$ cat config.mk
export PLATFORM = sky130hd
export DESIGN_NAME = tbvs_ram
export DESIGN_NICKNAME = d
export VERILOG_FILES = /design/src/rtl/core/tbvs_ram.sv
export SDC_FILE = /design/constraint.sdc
export NUM_CORES = 2
export LEC_CHECK = 0
export BUFFER_PORTS_ARGS = -buffer_cell sky130_fd_sc_hd__buf_4
export CORE_MARGIN = 1.5
export CORE_UTILIZATION = 32
export CTS_CLUSTER_SIZE = 30
export DETAILED_ROUTE_END_ITERATION = 12
export SYNTH_ARGS = -nofsm -noshare
export SYNTH_HDL_FRONTEND = slang
export SYNTH_SLANG_ARGS = --single-unit
$ cat constraint.sdc
create_clock -name clock -period 6.11 [get_ports clock]
set_input_delay 0.611 -clock clock [delete_from_list [all_inputs] [get_ports clock]]
set_output_delay 0.611 -clock clock [all_outputs]
set_load 0.005 [all_outputs]
$ cat src/rtl/core/tbvs_ram.sv
// ----------------------------------------------------------------------------
// tbvs_ram: generic lane-writable RAM with two registered read ports
// One write port with a per-lane enable, two read ports whose data registers
// update only when their read enable is high and hold otherwise.
// ----------------------------------------------------------------------------
module tbvs_ram #(
   parameter int LANE_BITS = 32,
   parameter int LANES     = 1,
   parameter int DEPTH     = 64,
   localparam int ADDR_BITS = (DEPTH > 1) ? $clog2(DEPTH) : 1,
   localparam int ROW       = LANE_BITS * LANES
) (
   input  logic                 clock,
   input  logic                 wr_en,
   input  logic [ADDR_BITS-1:0] wr_addr,
   input  logic [LANES-1:0]     wr_lane_en,
   input  logic [ROW-1:0]       wr_data,
   input  logic                 rd_a_en,
   input  logic [ADDR_BITS-1:0] rd_a_addr,
   output logic [ROW-1:0]       rd_a_data,
   input  logic                 rd_b_en,
   input  logic [ADDR_BITS-1:0] rd_b_addr,
   output logic [ROW-1:0]       rd_b_data
);

   logic [ROW-1:0] mem [DEPTH];

   // Write the enabled lanes of one row
   always_ff @(posedge clock) begin
      if (wr_en) begin
         for (int l = 0; l < LANES; l++) begin
            if (wr_lane_en[l]) begin
               mem[wr_addr][l*LANE_BITS +: LANE_BITS] <= wr_data[l*LANE_BITS +: LANE_BITS];
            end
         end
      end
   end

   // Register both reads, hold when not enabled
   always_ff @(posedge clock) begin
      if (rd_a_en) begin
         rd_a_data <= mem[rd_a_addr];
      end
      if (rd_b_en) begin
         rd_b_data <= mem[rd_b_addr];
      end
   end

endmodule
==> impl_metrics.toml <==
[logic_synthesis]
synthTopCellsByCount = "2112 x edfxtp_1, 1024 x mux4_2, 195 x a22oi_1"
synth_nets = 4573
synth_top_cell_by_area = "edfxtp_1"
avgSynthCellArea_um2 = 21.1
netlist_area_um2 = 95400
syn_inst = 4518
yosysMostFrequentCell = "edfxtp_1"
synth_ff_type = "edfxtp_1"
ys_types = 32
yosys_warnings = 0
async_flop_share = 0
ys_seq_area_frac = 0.665
yosys-top-cells-area = "edfxtp_1 66%, mux4_2 24%, a22oi_1 1.5%"
synth_top_area_share = 0.665
synth-edff-count = 2112
synth_seq_cells = 2112

[drt]
num_vias = 55000
wl_met3_um = 40200
wl_met2_um = 157000
ant_nets = 0
dr.max_layer_used = "met5"
drtIter0Drc = 8743
post_drt_wl_per_cell_um = 38.6
dr.pass1.iters = 6
m1WireLength_um = 127000
drcViolationCount = 0
drt_wl_total_um = 340000
routed_via_density = 6.25

[timing]
fin_crit_ps = 3350
setup-tns-final_ps = 0
final_max_slew_viol_count = 0
min_period_over_period = 0.549
slew_headroom = 0.143
finalSetupViolations = 0
hold_violations = 0
worst_pin_slew_ps = 1280
rsz0062_at_grt = "no"
setup_slack_ps = 2760
clock-skew-final_ps = 45.8
max_freq_mhz = 298

[floorplanning]
die_w_um = 549
core_um2 = 297000
die_h_um = 549
initial_utilization = 0.321
die_area_um2 = 301000
io_pins = 119
placementRows = 200

[clock_tree]
root_buffer = "clkbuf_16"
cts.sinks = 2112
cts_tree = "built"
h-tree-depth = 4
clockBufferDepth = 3
cts_buffers = 215
worstSkewPairLatency_ps = 890
path_clk_slew_ps = 60
post-cts-setup-buffers = 0

[critical_path]
r2r-start = "mem[3][0]$_DFFE_PP_"
r2r_end = "rd_b_data[0]$_DFFE_PP_"
reg2reg_slack_ps = 3270
timing_worst_setup_path_type = "input port to flop"
crit_path_start = "rd_a_addr[1]"
worstPathArrival_ps = 4010
start_kind = "input port"
cp-end-kind = "flop"
endpoint = "rd_a_data[25]$_DFFE_PP_"
cp.required_ps = 6770
rr_worst_depth = 5
critPathMaxFanout = 65

[finish]
final_area_um2 = 108000
area_delta_synth_final_pct = 13.5
nNetsFinal = 4724
utilization = 0.365
drive_above_1_share = 0.369

[outcome]
status = "finished clean"

[job]
cap_violations = 0

[place]
dp_slack_ps = 1920
io_buffers = 118
gp_congestion = 0.887
hpwl_um = 208000
dpl_cell_area_um2 = 102000

[global_routing]
track_usage = 0.223
globalRoute.totalOverflow = 0
antenna_found_initial = 45
grt_pass1_vias = 54600
grt_pass1_wl_um = 462000
grt_max_degree = 110

[worst_hold_path]
hold_path_class = "input port to flop"

[pwr]
p_per_area_nw_per_um2 = 289
peakVddDrop_mv = 0.328
p_leak_uw = 0.0325
==> cells in the final DEF, fill, tap and decap left out, types with 23 or more instances in the layout <==
master     instances
edfxtp_1        2112
nor2b_1           50
mux2_2            84
and3_1            47
nor3_1            23
a22oi_1          195
clkbuf_1          59
buf_4            274
a211oi_1          31
o221ai_1          99
mux4_2          1024
mux2i_1           43
clkinv_1          60
nand2_1           44
nor2_4            67
clkbuf_16        218
clkinv_2          32
o22ai_1          129
nand3_1          100
==> worst min-delay path by stage <==
stage / from / endpoint / slack, ps / cells after the start
floorplan: wr_data[0] / mem[0][0]$_DFFE_PP_ / 710 / 0
global placement: mem[52][26]$_DFFE_PP_ / rd_b_data[26]$_DFFE_PP_ / 910 / 4
detailed placement: mem[52][26]$_DFFE_PP_ / rd_b_data[26]$_DFFE_PP_ / 910 / 4
CTS: wr_data[10] / mem[43][10]$_DFFE_PP_ / 230 / 1
global route: wr_data[10] / mem[43][10]$_DFFE_PP_ / 260 / 1
finish: wr_data[10] / mem[43][10]$_DFFE_PP_ / 280 / 1
==> metal layers <==
layer	up-vias	global-route usage
met3	700	0.0593
met5	-	0
met2	3881	0.342
li1	20400	-
met4	16	0.100
met1	30000	0.297
==> flip-flops by register name, indices dropped and copies added, names as in the netlist <==
| signal | cells |
|---|---|
| rd_a_data | 32 |
| rd_b_data | 32 |
| mem | 2048 |
==> where the power goes <==
group | leakage [uW] | switching (uW) | internal, uW
clock network | 0.00319 | 5700 | 6870
logic | 0.0102 | 1570 | 963
registers | 0.0190 | 112 | 16100
==> cell type report <==
type / instances / area, um^2
diodes: 18 / 45.0
clock buffers: 277 / 5680
clock inverters: 118 / 885
fillers: 27200 / 189000
multi-input cells: 2039 / 30800
flip-flops and latches: 2112 / 63400
well taps: 3939 / 4930
repair buffers: 301 / 2560
==> metrics by stage <==
step	instances	hold slack [ps]	total power, uW
final	8804	275	31300
after global routing	8797	264	32000
after CTS	8786	226	31400
after detailed placement	8390	909	19000
after global placement	8390	907	19000
after floorplan	4518	710	17800
==> kinds of logic (layout without fill, tap and decap cells) <==
family / after synthesis / count (layout) / synth area share
DFF: 2112 / 2112 / 0.665
and+or+nand+nor: 390 / 390 / 0.0209
other: 0 / 18 / 0
buffers and inverters: 367 / 696 / 0.0185
muxes: 1151 / 1151 / 0.256
AOI/OAI and AO/OA: 498 / 498 / 0.0395
==> critical path: stages <==
cell	delay [ps]
buf_8	480
buf_4	770
mux4_2	350
nor2b_1	160
a211oi_1	90
o22ai_1	930
and3_1	480
==> repair_timing <==
| item | CTS | global route |
|---|---|---|
| hold endpoints to repair | 4 | 0 |
| resized for setup | 0 | 0 |
| hold buffers | 1 | 0 |
No activity file was read; power rests on OpenSTA's default activity.
